File: config.mk
export PLATFORM = sky130hd
export DESIGN_NAME = sorted_list_engine_top_flat
export DESIGN_NICKNAME = d
export VERILOG_FILES = /design/src/sle_pkg.sv /design/src/sle_ifs.sv /design/src/sle_mem.sv /design/src/sle_ctrl.sv /design/src/sorted_list_engine_top.sv /design/src/flat_wrapper.sv
export SDC_FILE = /design/constraint.sdc
export NUM_CORES = 1
export LEC_CHECK = 0
export ABC_CLOCK_PERIOD_IN_PS = 4200
export BUFFER_PORTS_ARGS = -buffer_cell sky130_fd_sc_hd__buf_4
export CORE_ASPECT_RATIO = 0.7
export CORE_MARGIN = 2
export CORE_UTILIZATION = 35
export DETAILED_ROUTE_END_ITERATION = 6
export GPL_ROUTABILITY_DRIVEN = 0
export PLACE_DENSITY_LB_ADDON = 0.12
export SETUP_SLACK_MARGIN = 0.15
export SYNTH_ARGS = -nofsm -noshare
export SYNTH_HDL_FRONTEND = slang
export SYNTH_SLANG_ARGS = --single-unit
File: constraint.sdc
create_clock -name clk -period 4.2 [get_ports clk]
set_input_delay 0.63 -clock clk [delete_from_list [all_inputs] [get_ports clk]]
set_output_delay 0.63 -clock clk [all_outputs]
set_load 0.05 [all_outputs]
File: src/sle_pkg.sv
`timescale 1ns / 1ps

package sle_pkg;

	// Default list depth
	localparam int Capacity = 16;

	// Fixed field widths
	localparam int ValueW  = 32;
	localparam int CountW  = 5;
	localparam int OpW     = 2;
	localparam int StatusW = 2;

	typedef logic [OpW-1:0]     op_t;
	typedef logic [StatusW-1:0] status_t;

	// Operation codes
	localparam op_t OpInsert = 2'd0;
	localparam op_t OpAppend = 2'd1;
	localparam op_t OpDelete = 2'd2;
	localparam op_t OpDump   = 2'd3;

	// Status codes
	localparam status_t StOk       = 2'd0;
	localparam status_t StNotFound = 2'd1;
	localparam status_t StFull     = 2'd2;
	localparam status_t StEmpty    = 2'd3;

endpackage

File: src/sle_ifs.sv
`timescale 1ns / 1ps

// Command channel: one operation per item
interface sle_cmd_if;
	logic                             valid;
	logic                             ready;
	sle_pkg::op_t                     operation;
	logic signed [sle_pkg::ValueW-1:0] value;

	modport source (output valid, output operation, output value, input ready);
	modport sink   (input valid, input operation, input value, output ready);
endinterface

// Response channel: one or more items per command
interface sle_rsp_if;
	logic                              valid;
	logic                              ready;
	sle_pkg::status_t                  status;
	logic signed [sle_pkg::ValueW-1:0] entry_value;
	logic                              is_last;
	logic [sle_pkg::CountW-1:0]        entry_count;

	modport source (output valid, output status, output entry_value, output is_last,
		output entry_count, input ready);
	modport sink   (input valid, input status, input entry_value, input is_last,
		input entry_count, output ready);
endinterface

File: src/sle_mem.sv
`timescale 1ns / 1ps

// Entry storage: one write port, one read port, registered read data
module sle_mem #(
	parameter int DEPTH = sle_pkg::Capacity,
	parameter int WIDTH = sle_pkg::ValueW,
	localparam int AW = $clog2(DEPTH)
) (
	input  logic             clk,
	input  logic             wr_en,
	input  logic [AW-1:0]    wr_addr,
	input  logic [WIDTH-1:0] wr_data,
	input  logic             rd_en,
	input  logic [AW-1:0]    rd_addr,
	output logic [WIDTH-1:0] rd_data
);

	logic [WIDTH-1:0] mem [DEPTH];
	logic [WIDTH-1:0] rd_data_q;

	always_ff @(posedge clk) begin
		if (wr_en) begin
			mem[wr_addr] <= wr_data;
		end
		if (rd_en) begin
			rd_data_q <= mem[rd_addr];
		end
	end

	assign rd_data = rd_data_q;

endmodule

File: src/sle_ctrl.sv
`timescale 1ns / 1ps

// Sequencer: scans, shifts and dumps the entry memory one access at a time
module sle_ctrl #(
	parameter int CAPACITY = sle_pkg::Capacity,
	localparam int AW = $clog2(CAPACITY),
	localparam int CW = $clog2(CAPACITY + 1)
) (
	input  logic                       clk,
	input  logic                       arst_n,
	sle_cmd_if.sink                    cmd,
	sle_rsp_if.source                  rsp,
	output logic                       mem_wr_en,
	output logic [AW-1:0]              mem_wr_addr,
	output logic [sle_pkg::ValueW-1:0] mem_wr_data,
	output logic                       mem_rd_en,
	output logic [AW-1:0]              mem_rd_addr,
	input  logic [sle_pkg::ValueW-1:0] mem_rd_data
);

	localparam int CntOutW = sle_pkg::CountW;

	localparam logic [3:0] S_IDLE     = 4'd0;
	localparam logic [3:0] S_RESULT   = 4'd1;
	localparam logic [3:0] S_SCAN_RD  = 4'd2;
	localparam logic [3:0] S_SCAN_CMP = 4'd3;
	localparam logic [3:0] S_INS_RD   = 4'd4;
	localparam logic [3:0] S_INS_WR   = 4'd5;
	localparam logic [3:0] S_DEL_RD   = 4'd6;
	localparam logic [3:0] S_DEL_WR   = 4'd7;
	localparam logic [3:0] S_DUMP_RD  = 4'd8;
	localparam logic [3:0] S_DUMP_OUT = 4'd9;

	logic [3:0]                 state_q, state_d;
	sle_pkg::op_t               op_q, op_d;
	logic [sle_pkg::ValueW-1:0] val_q, val_d;
	logic [CW-1:0]              idx_q, idx_d;
	logic [CW-1:0]              k_q, k_d;
	logic [CW-1:0]              count_q, count_d;
	sle_pkg::status_t           res_q, res_d;

	logic                       rsp_valid_q;
	sle_pkg::status_t           rsp_status_q;
	logic [sle_pkg::ValueW-1:0] rsp_value_q;
	logic                       rsp_last_q;
	logic [CntOutW-1:0]         rsp_count_q;

	logic                       load_out;
	sle_pkg::status_t           out_status;
	logic [sle_pkg::ValueW-1:0] out_value;
	logic                       out_last;

	logic          out_free;
	logic          full;
	logic          empty;
	logic [CW-1:0] idx_next;
	logic          last_idx;
	logic [CW-1:0] km1;
	logic [CW-1:0] kp1;
	logic          v_lt_d;
	logic          d_lt_v;
	logic          found_ins;

	assign out_free  = !rsp_valid_q || rsp.ready;
	assign full      = (count_q == CW'(CAPACITY));
	assign empty     = (count_q == '0);
	assign idx_next  = idx_q + CW'(1);
	assign last_idx  = (idx_next == count_q);
	assign km1       = k_q - CW'(1);
	assign kp1       = k_q + CW'(1);
	assign v_lt_d    = $signed(val_q) < $signed(mem_rd_data);
	assign d_lt_v    = $signed(mem_rd_data) < $signed(val_q);
	// head: insert in front if value is smaller; later: stop at first entry not smaller
	assign found_ins = (idx_q == '0) ? v_lt_d : !d_lt_v;

	assign cmd.ready = (state_q == S_IDLE);

	// Next-state and memory access logic
	always_comb begin
		state_d     = state_q;
		op_d        = op_q;
		val_d       = val_q;
		idx_d       = idx_q;
		k_d         = k_q;
		count_d     = count_q;
		res_d       = res_q;
		mem_wr_en   = 1'b0;
		mem_wr_addr = k_q[AW-1:0];
		mem_wr_data = val_q;
		mem_rd_en   = 1'b0;
		mem_rd_addr = idx_q[AW-1:0];
		load_out    = 1'b0;
		out_status  = res_q;
		out_value   = val_q;
		out_last    = 1'b1;

		unique case (state_q)
			S_IDLE: begin
				if (cmd.valid) begin
					op_d  = cmd.operation;
					val_d = cmd.value;
					idx_d = '0;
					res_d = sle_pkg::StOk;
					unique case (cmd.operation)
						sle_pkg::OpInsert, sle_pkg::OpAppend: begin
							priority if (full) begin
								res_d   = sle_pkg::StFull;
								state_d = S_RESULT;
							end else if (cmd.operation == sle_pkg::OpAppend || empty) begin
								mem_wr_en   = 1'b1;
								mem_wr_addr = count_q[AW-1:0];
								mem_wr_data = cmd.value;
								count_d     = count_q + CW'(1);
								state_d     = S_RESULT;
							end else begin
								state_d = S_SCAN_RD;
							end
						end
						sle_pkg::OpDelete: begin
							if (empty) begin
								res_d   = sle_pkg::StNotFound;
								state_d = S_RESULT;
							end else begin
								state_d = S_SCAN_RD;
							end
						end
						sle_pkg::OpDump: begin
							if (empty) begin
								res_d   = sle_pkg::StEmpty;
								val_d   = '0;
								state_d = S_RESULT;
							end else begin
								state_d = S_DUMP_RD;
							end
						end
					endcase
				end
			end
			S_RESULT: begin
				if (out_free) begin
					load_out = 1'b1;
					state_d  = S_IDLE;
				end
			end
			S_SCAN_RD: begin
				mem_rd_en = 1'b1;
				state_d   = S_SCAN_CMP;
			end
			S_SCAN_CMP: begin
				if (op_q == sle_pkg::OpInsert) begin
					// idx holds the insert position once found
					priority if (found_ins) begin
						k_d     = count_q;
						state_d = S_INS_RD;
					end else if (last_idx) begin
						idx_d   = idx_next;
						k_d     = count_q;
						state_d = S_INS_RD;
					end else begin
						idx_d   = idx_next;
						state_d = S_SCAN_RD;
					end
				end else begin
					priority if (mem_rd_data == val_q) begin
						k_d     = idx_q;
						state_d = S_DEL_RD;
					end else if (last_idx) begin
						res_d   = sle_pkg::StNotFound;
						state_d = S_RESULT;
					end else begin
						idx_d   = idx_next;
						state_d = S_SCAN_RD;
					end
				end
			end
			// open a slot: move entries up from the tail down to the position
			S_INS_RD: begin
				if (k_q == idx_q) begin
					mem_wr_en   = 1'b1;
					mem_wr_addr = k_q[AW-1:0];
					mem_wr_data = val_q;
					count_d     = count_q + CW'(1);
					state_d     = S_RESULT;
				end else begin
					mem_rd_en   = 1'b1;
					mem_rd_addr = km1[AW-1:0];
					state_d     = S_INS_WR;
				end
			end
			S_INS_WR: begin
				mem_wr_en   = 1'b1;
				mem_wr_addr = k_q[AW-1:0];
				mem_wr_data = mem_rd_data;
				k_d         = km1;
				state_d     = S_INS_RD;
			end
			// close a slot: move entries down from the position to the tail
			S_DEL_RD: begin
				if (kp1 == count_q) begin
					count_d = count_q - CW'(1);
					state_d = S_RESULT;
				end else begin
					mem_rd_en   = 1'b1;
					mem_rd_addr = kp1[AW-1:0];
					state_d     = S_DEL_WR;
				end
			end
			S_DEL_WR: begin
				mem_wr_en   = 1'b1;
				mem_wr_addr = k_q[AW-1:0];
				mem_wr_data = mem_rd_data;
				k_d         = kp1;
				state_d     = S_DEL_RD;
			end
			S_DUMP_RD: begin
				mem_rd_en = 1'b1;
				state_d   = S_DUMP_OUT;
			end
			S_DUMP_OUT: begin
				// read data holds until the next read, so it can wait on the output
				if (out_free) begin
					load_out   = 1'b1;
					out_status = sle_pkg::StOk;
					out_value  = mem_rd_data;
					out_last   = last_idx;
					if (last_idx) begin
						state_d = S_IDLE;
					end else begin
						idx_d   = idx_next;
						state_d = S_DUMP_RD;
					end
				end
			end
			default: begin
				state_d = S_IDLE;
			end
		endcase
	end

	// Control state
	always_ff @(posedge clk or negedge arst_n) begin
		if (!arst_n) begin
			state_q <= S_IDLE;
			count_q <= '0;
		end else begin
			state_q <= state_d;
			count_q <= count_d;
		end
	end

	// Working registers of the current item
	always_ff @(posedge clk) begin
		op_q  <= op_d;
		val_q <= val_d;
		idx_q <= idx_d;
		k_q   <= k_d;
		res_q <= res_d;
	end

	// Output register
	always_ff @(posedge clk or negedge arst_n) begin
		if (!arst_n) begin
			rsp_valid_q <= 1'b0;
		end else if (load_out) begin
			rsp_valid_q <= 1'b1;
		end else if (rsp.ready) begin
			rsp_valid_q <= 1'b0;
		end
	end

	always_ff @(posedge clk) begin
		if (load_out) begin
			rsp_status_q <= out_status;
			rsp_value_q  <= out_value;
			rsp_last_q   <= out_last;
			rsp_count_q  <= CntOutW'(count_q);
		end
	end

	assign rsp.valid       = rsp_valid_q;
	assign rsp.status      = rsp_status_q;
	assign rsp.entry_value = rsp_value_q;
	assign rsp.is_last     = rsp_last_q;
	assign rsp.entry_count = rsp_count_q;

endmodule

File: src/sorted_list_engine_top.sv
`timescale 1ns / 1ps

// Ordered list of up to CAPACITY signed 32-bit words held in a single-port-read,
// single-port-write RAM with registered read data. Commands: insert sorted,
// append, delete first equal, dump. Everything runs through one sequencer that
// makes one memory access per step: append and any refused or empty-list case
// go straight to the result; insert scans entries for the position, then moves
// the entries behind it up one slot; delete scans for a match, then moves the
// entries behind it down one slot, or reports no match after the scan; dump
// reads and outputs each entry in turn. Entries scanned plus entries moved never
// exceed CAPACITY. An item also waits while the output is stalled. A new command is
// taken only once the previous one has placed its last result in the output
// register; that register lets the next command start while the result waits.
module sorted_list_engine_top #(
	parameter int CAPACITY = sle_pkg::Capacity
) (
	input logic       clk,
	input logic       arst_n,
	sle_cmd_if.sink   cmd,
	sle_rsp_if.source rsp
);

	localparam int AW = $clog2(CAPACITY);

	logic                       mem_wr_en;
	logic [AW-1:0]              mem_wr_addr;
	logic [sle_pkg::ValueW-1:0] mem_wr_data;
	logic                       mem_rd_en;
	logic [AW-1:0]              mem_rd_addr;
	logic [sle_pkg::ValueW-1:0] mem_rd_data;

	sle_ctrl #(
		.CAPACITY(CAPACITY)
	) u_ctrl (
		.clk        (clk),
		.arst_n     (arst_n),
		.cmd        (cmd),
		.rsp        (rsp),
		.mem_wr_en  (mem_wr_en),
		.mem_wr_addr(mem_wr_addr),
		.mem_wr_data(mem_wr_data),
		.mem_rd_en  (mem_rd_en),
		.mem_rd_addr(mem_rd_addr),
		.mem_rd_data(mem_rd_data)
	);

	sle_mem #(
		.DEPTH(CAPACITY),
		.WIDTH(sle_pkg::ValueW)
	) u_mem (
		.clk    (clk),
		.wr_en  (mem_wr_en),
		.wr_addr(mem_wr_addr),
		.wr_data(mem_wr_data),
		.rd_en  (mem_rd_en),
		.rd_addr(mem_rd_addr),
		.rd_data(mem_rd_data)
	);

endmodule

File: src/flat_wrapper.sv
// flat-port wrapper written by rule: the top's interface ports become plain ports
module sorted_list_engine_top_flat 
#(
	parameter int CAPACITY = sle_pkg::Capacity
)
  (clk, arst_n, cmd_valid, cmd_operation, cmd_value, cmd_ready, rsp_valid, rsp_status, rsp_entry_value, rsp_is_last, rsp_entry_count, rsp_ready);
  sle_cmd_if cmd_i ();
  sle_rsp_if rsp_i ();
  input logic clk;
  input logic arst_n;
  input wire logic [$bits(cmd_i.valid)-1:0] cmd_valid;
  input wire logic [$bits(cmd_i.operation)-1:0] cmd_operation;
  input wire logic [$bits(cmd_i.value)-1:0] cmd_value;
  output wire logic [$bits(cmd_i.ready)-1:0] cmd_ready;
  output wire logic [$bits(rsp_i.valid)-1:0] rsp_valid;
  output wire logic [$bits(rsp_i.status)-1:0] rsp_status;
  output wire logic [$bits(rsp_i.entry_value)-1:0] rsp_entry_value;
  output wire logic [$bits(rsp_i.is_last)-1:0] rsp_is_last;
  output wire logic [$bits(rsp_i.entry_count)-1:0] rsp_entry_count;
  input wire logic [$bits(rsp_i.ready)-1:0] rsp_ready;
  assign cmd_i.valid = cmd_valid;
  assign cmd_i.operation = cmd_operation;
  assign cmd_i.value = cmd_value;
  assign cmd_ready = cmd_i.ready;
  assign rsp_valid = rsp_i.valid;
  assign rsp_status = rsp_i.status;
  assign rsp_entry_value = rsp_i.entry_value;
  assign rsp_is_last = rsp_i.is_last;
  assign rsp_entry_count = rsp_i.entry_count;
  assign rsp_i.ready = rsp_ready;
  sorted_list_engine_top #(.CAPACITY(CAPACITY)) u_core (.clk(clk), .arst_n(arst_n), .cmd(cmd_i), .rsp(rsp_i));
endmodule
==> results of run 1 <==
[timing repair]
action	4_1_cts	5_1_grt
gates resized for setup	2	1
pin swaps	1	1
setup endpoints to repair	12	7
buffers inserted	0	3
hold buffers	1	0
hold endpoints to repair	10	0
[worst max-delay path, cell delays in order (launching register included)]
cell	delay, ps
edfxtp_1	460
ha_1	430
nand4_1	110
or3_1	490
nor3_4	250
buf_12	140
nand3_1	160
or4_1	520
o21ai_0	140
mux2i_1	110
buf_4	160
o31ai_1	300
nand2b_1	100
buf_4	170
[logic make-up (layout without fill, tap and decap cells)]
group / count (synthesis) / after routing / synth area share (%)
adders and majority gates: 40 / 40 / 1.84
and+or+nand+nor: 367 / 367 / 6.17
xor gates and xnor gates: 33 / 33 / 1.10
AOI/OAI and AO/OA: 317 / 317 / 7.60
DFF: 640 / 640 / 69.4
muxes: 297 / 297 / 11.2
buffers and inverters: 157 / 335 / 2.75
[sequential cells by signal (all words and copies together) (netlist names)]
signal	cells
u_core.u_ctrl.idx_q	5
u_core.u_ctrl.rsp.status	2
u_core.u_mem.mem	512
u_core.u_ctrl.rsp.entry_count	5
u_core.u_ctrl.rsp.is_last	1
u_core.u_ctrl.state_q	4
u_core.u_ctrl.k_q	5
u_core.u_ctrl.count_q	5
u_core.u_ctrl.val_q	32
u_core.u_mem.rd_data	32
u_core.u_ctrl.rsp.entry_value	32
u_core.u_ctrl.op_q	2
u_core.u_ctrl.res_q	2
u_core.u_ctrl.rsp.valid	1
[layout make-up]
type | count | share of cell area [%]
multi-input combinational | 1054 | 24.4
tap | 1056 | 4.07
timing repair buffer | 175 | 5.52
inverter | 44 | 0.509
clock buffer | 81 | 5.52
sequential | 640 | 59.1
clock inverter | 35 | 0.864
[power by group through the flow]
stage	clock, uW	sequential (uW)	combinational, uW
4_1_cts	5860	9100	9950
3_3_place_gp	0	9230	9830
5_1_grt	6110	9170	10700
6_report	5700	9100	9860
2_1_floorplan	0	9390	6270
3_5_place_dp	0	9230	9910
[routing by layer]
layer  up-vias  track usage (%)
met2       373             27.9
met1      8097             27.8
li1       7350                -
met3        97             3.09
met5         -                0
met4         0             4.59
[cells in the final DEF, fill, tap and decap left out, drive strengths merged, types with 4 or more instances in the layout]
cell    count
a211oi      4
a21o       14
a21oi      22
a22oi      64
a31oi       5
and2        4
and3        7
buf       174
clkbuf     81
clkinv     26
dfrtp      10
edfxtp    630
ha         39
inv        48
mux2       96
mux2i     201
nand2     165
nand2b      5
nand3      70
nand4       7
nor2       39
nor2b      38
nor3       14
nor3b       6
o21ai     154
o221a      32
o31ai       5
xnor2      27
xor2        5
[stage by stage]
step / power [uW] / utilization, % / hold slack, ps / setup WS (ps)
detailed placement: 19100 / 38.7 / 474 / -468
CTS: 24900 / 41.3 / 221 / 180
floorplan: 15700 / - / 334 / 174
global route: 26000 / 41.4 / 238 / 220
global placement: 19100 / 38.7 / 472 / -484
finish: 24700 / 41.4 / 266 / 393
[how the worst max path moves through the flow]
| stage | from | endpoint | cells after the start | slack [ps] |
|---|---|---|---|---|
| global placement | u_core.u_mem.rd_data[31] | u_core.u_ctrl.k_q[2] | 11 | -480 |
| global route | u_core.u_ctrl.k_q[0] | u_core.u_mem.rd_data[16] | 12 | 220 |
| finish | u_core.u_mem.rd_data[31] | u_core.u_ctrl.k_q[1] | 13 | 390 |
| CTS | u_core.u_mem.rd_data[31] | u_core.u_ctrl.k_q[0] | 11 | 180 |
| detailed placement | u_core.u_mem.rd_data[31] | u_core.u_ctrl.k_q[2] | 11 | -470 |
| floorplan | u_core.u_ctrl.state_q[1] | u_core.u_mem.mem[14][0] | 9 | 170 |
==> run summary, run 1 <==
Remaining antenna violation count: 0
Status: finished, final reports clean
Syn nets: 1929
Final-report setup violation count: 0
Top-area cell type share of the netlist area: 68.5%
Fin crit share: 90.6%
M1 WL: 37.4 mm
Post-Syn Area: 27600 um^2
Area growth syn-to-layout: 17.4%
Clk slew on worst S/H paths: 60 ps
Fin area: 32500 um^2
Setup crit end kind: register
Int Pwr: 15700 uW
Root buffer cell: clkbuf_16
Area occupied by multi-input gates: 7930 um^2
Worst IR Drop VDD: 360 uV
Worst hold path type: in2reg
Initial antenna violation count: 1
Leading post-synthesis cells by cell area: edfxtp_1, mux2i_1, mux2_2
Synth Area per Inst: 14.9 um^2
CTS H-tree depth: 3
Min cycle time layout: 3810 ps
Startpoint class of the critical path: register
Initial core utilization: 35.2%
WHS Path Cells: 1
ANT cells: 0
Power Density: 760 nW/um^2
CTS Sinks: 640
DR WL met2: 33.3 mm
Cell Rows: 86
FF-to-FF path depth: 13
Worst Tran Pin Value: 1070 ps
Yosys cell types: 53
Layout fillers: 7154
Total wire length: 75.6 mm
Share of layout cells above drive strength 1: 20.0%
Critical R2R Capture: u_core.u_ctrl.k_q[1]
Drt drc: 0
WS Path Type: reg2reg
Port bufs: 79
Die Span X: 340 um
Fin cells: 3085
Reg2reg start: u_core.u_mem.rd_data[31]
GRT overflow: 0
Vias per cell: 5.16
Hold endpoint: u_core.u_ctrl.op_q[0]
Worst slew margin: 28.6%
HPWL Detailed: 42.0 mm
CP Max Fanout: 5
Yosys warns: 0
Die area: 81300 um^2
Setup TNS: 0 ps
Wire per inst: 24.5 um
Sw power: 8990 uW
Max clock buf depth: 3
Register cell area after layout: 19200 um^2
CTS buffer count: 67
GRT Total Usage: 18.5%
Clk pwr share: 23.1%
Clock Latency Late Sink: 620 ps
R2R Setup Slk: 390 ps
Asr flop ratio synth: 1.56%
Vias: 15900
Net Sw Frac: 36.4%
Final hold vios: 0
Hold_sp: cmd_operation[0]
Nets@finish: 2060
Initial DRT Pass Iterations: 5
CTS tree: done
Worst path required time: 4560 ps
Vias in the first global route: 15600
Largest net degree at the start of global routing: 59
Worst path arrival time: 4170 ps
Fin Clk Skew: 35.0 ps
Global-route wire length before repair: 110 mm
Highest Clock Rate: 263 MHz
Pins Over Slew Limit: 0
I/O pin total: 80
#FFs+latches synth: 640
1st-iter DRT viols: 1359
Post-synth EDFFs: 630
Post-DP Area: 30300 um^2
Top routing layer in use: met4
Dpl cells: 2965
Sequential share of power: 36.9%
Register area share after synthesis: 69.4%
Metal3 WL: 3.47 mm
Chip Height: 239 um
Maxcap violations: 0
RSZ-0062 raised after global routing: no
CORE AREA: 78400 um^2
Cells after Synth: 1851
Cell with the most instances after synthesis: edfxtp_1
Logic pwr share: 40.0%
Leakage power: 0.0116 uW
Post-synth top cells: edfxtp_1, mux2i_1, nand2_1
Top cell type by total area after synthesis: edfxtp_1
Post-synth top flop: edfxtp_1
No activity file was read; power rests on OpenSTA's default activity.
==> run 2, diff against run 1 <==
CTS_BUF_LIST = sky130_fd_sc_hd__clkbuf_4 sky130_fd_sc_hd__clkbuf_8 sky130_fd_sc_hd__clkbuf_16   (was default)
==> run 2 against run 1 <==
Global-route usage about the same. Sequential share of layout area down 0.075 points. Via count up 0.47%. Clock-buffer cell count unchanged. Final cell count did not move. Sequential power hardly changed. Power up 0.32%. Critical endpoint unchanged.
==> run summary, run 2 (same netlist as run 1, synthesis figures left out) <==
Status: finished, final reports clean (unchanged)
Fin crit share: 90.6% (about the same)
ANT cells: 0 (unchanged)
Worst Tran Pin Value: 1070 ps (about the same)
WS Path Type: reg2reg (unchanged)
Worst path arrival time: 4170 ps (about the same)
Max reg flops: 512 (unchanged)
Reg2reg start: u_core.u_mem.rd_data[31] (unchanged)
FF-to-FF path depth: 13 (unchanged)
Die Span X: 340 um (unchanged)
CTS buffer count: 67 (unchanged)
Power Total: 24700 uW (about the same)
Max clock buf depth: 3 (unchanged)
Initial DRT Pass Iterations: 5 (unchanged)
CORE AREA: 78400 um^2 (unchanged)
Clk slew on worst S/H paths: 60 ps (about the same)
Total wire length: 75.6 mm (about the same)
Fin area: 32500 um^2 (about the same)
GRT Total Usage: 18.5% (about the same)
Register cell area after layout: 19200 um^2 (unchanged)
Layout fillers: 7144 (was 7154)
Fin Clk Skew: 32.4 ps (was 35.0 ps)
Max incr delay on CP: 520 ps (about the same)
Worst hold path type: in2reg (unchanged)
Root buffer cell: clkbuf_16 (unchanged)
Initial antenna violation count: 1 (unchanged)
Area occupied by multi-input gates: 7930 um^2 (unchanged)
Final-report setup violation count: 0 (unchanged)
Worst IR Drop VDD: 357 uV (was 360 uV)
Maxcap violations: 0 (unchanged)
Min cycle time layout: 3810 ps (about the same)
CTS H-tree depth: 3 (unchanged)
WHS Path Cells: 1 (unchanged)
RSZ-0062 raised after global routing: no (unchanged)
Worst path required time: 4560 ps (about the same)
Commonest non-fill, non-tap cell in the layout: edfxtp_1 (unchanged)
Vias in the first global route: 15700 (was 15600)
Area growth syn-to-layout: 17.6% (was 17.4%)
Hold_sp: cmd_operation[0] (unchanged)
Setup TNS: 0 ps (unchanged)
Cell Rows: 86 (unchanged)
CTS Sinks: 640 (unchanged)
GRT overflow: 0 (unchanged)
Most used cell, CP: buf_4 (unchanged)
CTS tree: done (unchanged)
CP Max Fanout: 5 (unchanged)
Setup crit end kind: register (unchanged)
Startpoint class of the critical path: register (unchanged)
Vias: 16000 (was 15900)
Leakage power: 0.0116 uW (about the same)
Final hold slack: 262 ps (was 266 ps)
Initial core utilization: 35.2% (unchanged)
Power Density: 762 nW/um^2 (was 760 nW/um^2)
Pins Over Slew Limit: 0 (unchanged)
Nets@finish: 2060 (unchanged)
Global-route wire length before repair: 110 mm (about the same)
I/O pin total: 80 (unchanged)
Most frequent cells in the layout: edfxtp_1, mux2i_1, nand2_1 (unchanged)
Final hold vios: 0 (unchanged)
Remaining antenna violation count: 0 (unchanged)
Largest Register: u_core.u_mem.mem (unchanged)
Largest net degree at the start of global routing: 59 (unchanged)
Die area: 81300 um^2 (unchanged)
Chip Height: 239 um (unchanged)
Critical R2R Capture: u_core.u_ctrl.k_q[1] (unchanged)
Port bufs: 79 (unchanged)
Share of layout cells above drive strength 1: 20.6% (was 20.0%)
Vias per cell: 5.18 (was 5.16)
Post-DP Area: 30300 um^2 (unchanged)
Drt drc: 0 (unchanged)
1st-iter DRT viols: 1494 (was 1359)
Critical path's slowest cell: or4_1 (unchanged)
Clock Latency Late Sink: 620 ps (about the same)
Worst slew margin: 28.4% (was 28.6%)
Hold endpoint: u_core.u_ctrl.op_q[0] (unchanged)
HPWL Detailed: 42.0 mm (unchanged)
Highest Clock Rate: 263 MHz (about the same)
R2R Setup Slk: 390 ps (about the same)
Critical path, cell by cell: ha_1 -> nand4_1 -> or3_1 -> nor3_4 -> buf_12 -> nand3_1 -> or4_1 -> o21ai_0 -> mux2i_1 -> buf_4 -> o31ai_1 -> nand2b_1 -> buf_4 (unchanged)
Wire per inst: 24.5 um (about the same)
[run 2: cell count changes in the layout (fill, tap and decap cells not counted)]
cell	delta
clkbuf_1	-11
clkbuf_4	+11
[run 2: layer usage]
| metal | global-route usage, % | up-vias | wire, um |
|---|---|---|---|
| met5 | 0 | - | 0 |
| met4 | 4.59 | 0 | 1400 |
| met1 | 27.8 | 8138 | 37300 |
| li1 | - | 7350 | - |
| met3 | 3.09 | 96 | 3600 |
| met2 | 28.0 | 408 | 33400 |
[run 2: area by class of cell]
type                    count  area share [%]
clock buffers              81            5.64
clock inverters            35           0.863
inverters                  44           0.508
multi-input cells        1054            24.4
flip-flops and latches    640            59.0
well taps                1056            4.07
repair buffers            175            5.51
[run 2: how the worst max path moves through the flow]
stage,startpoint,endpoint,depth (start not counted)
2_1_floorplan,u_core.u_ctrl.state_q[1],u_core.u_mem.mem[14][0],9
3_3_place_gp,u_core.u_mem.rd_data[31],u_core.u_ctrl.k_q[2],11
3_5_place_dp,u_core.u_mem.rd_data[31],u_core.u_ctrl.k_q[2],11
4_1_cts,u_core.u_mem.rd_data[31],u_core.u_ctrl.k_q[0],11
5_1_grt,u_core.u_ctrl.k_q[0],u_core.u_mem.rd_data[16],12
6_report,u_core.u_mem.rd_data[31],u_core.u_ctrl.k_q[1],13
[run 2: stage by stage]
stage / instances / setup slack (ps) / util, %
6_report: 3085 / 393 / 41.4
5_1_grt: 3085 / 220 / 41.4
4_1_cts: 3082 / 180 / 41.4
3_5_place_dp: 2965 / -468 / 38.7
3_3_place_gp: 2965 / -484 / 38.7
2_1_floorplan: 1851 / 174 / -
[run 2: power breakdown]
part	switching, uW	leakage (uW)	internal (uW)
Combinational	6090	0.00472	3780
Clock	2470	0.00106	3310
Sequential	439	0.00583	8660
[run 2: critical path: cells and delay by family, from the launching register on]
family	cells	cell delay [ps]
adders and majority gates	1	430
AOI/OAI and AO/OA	2	430
and+or+nand+nor	6	1650
buffers and inverters	3	480
DFF	1	460
muxes	1	110
[run 2: what timing repair did]
action,CTS,global route
hold buffers,1,0
hold endpoints to repair,10,0
setup buffers,0,3
gates resized for setup,2,1
pin swaps,1,1
setup endpoints to repair,12,7
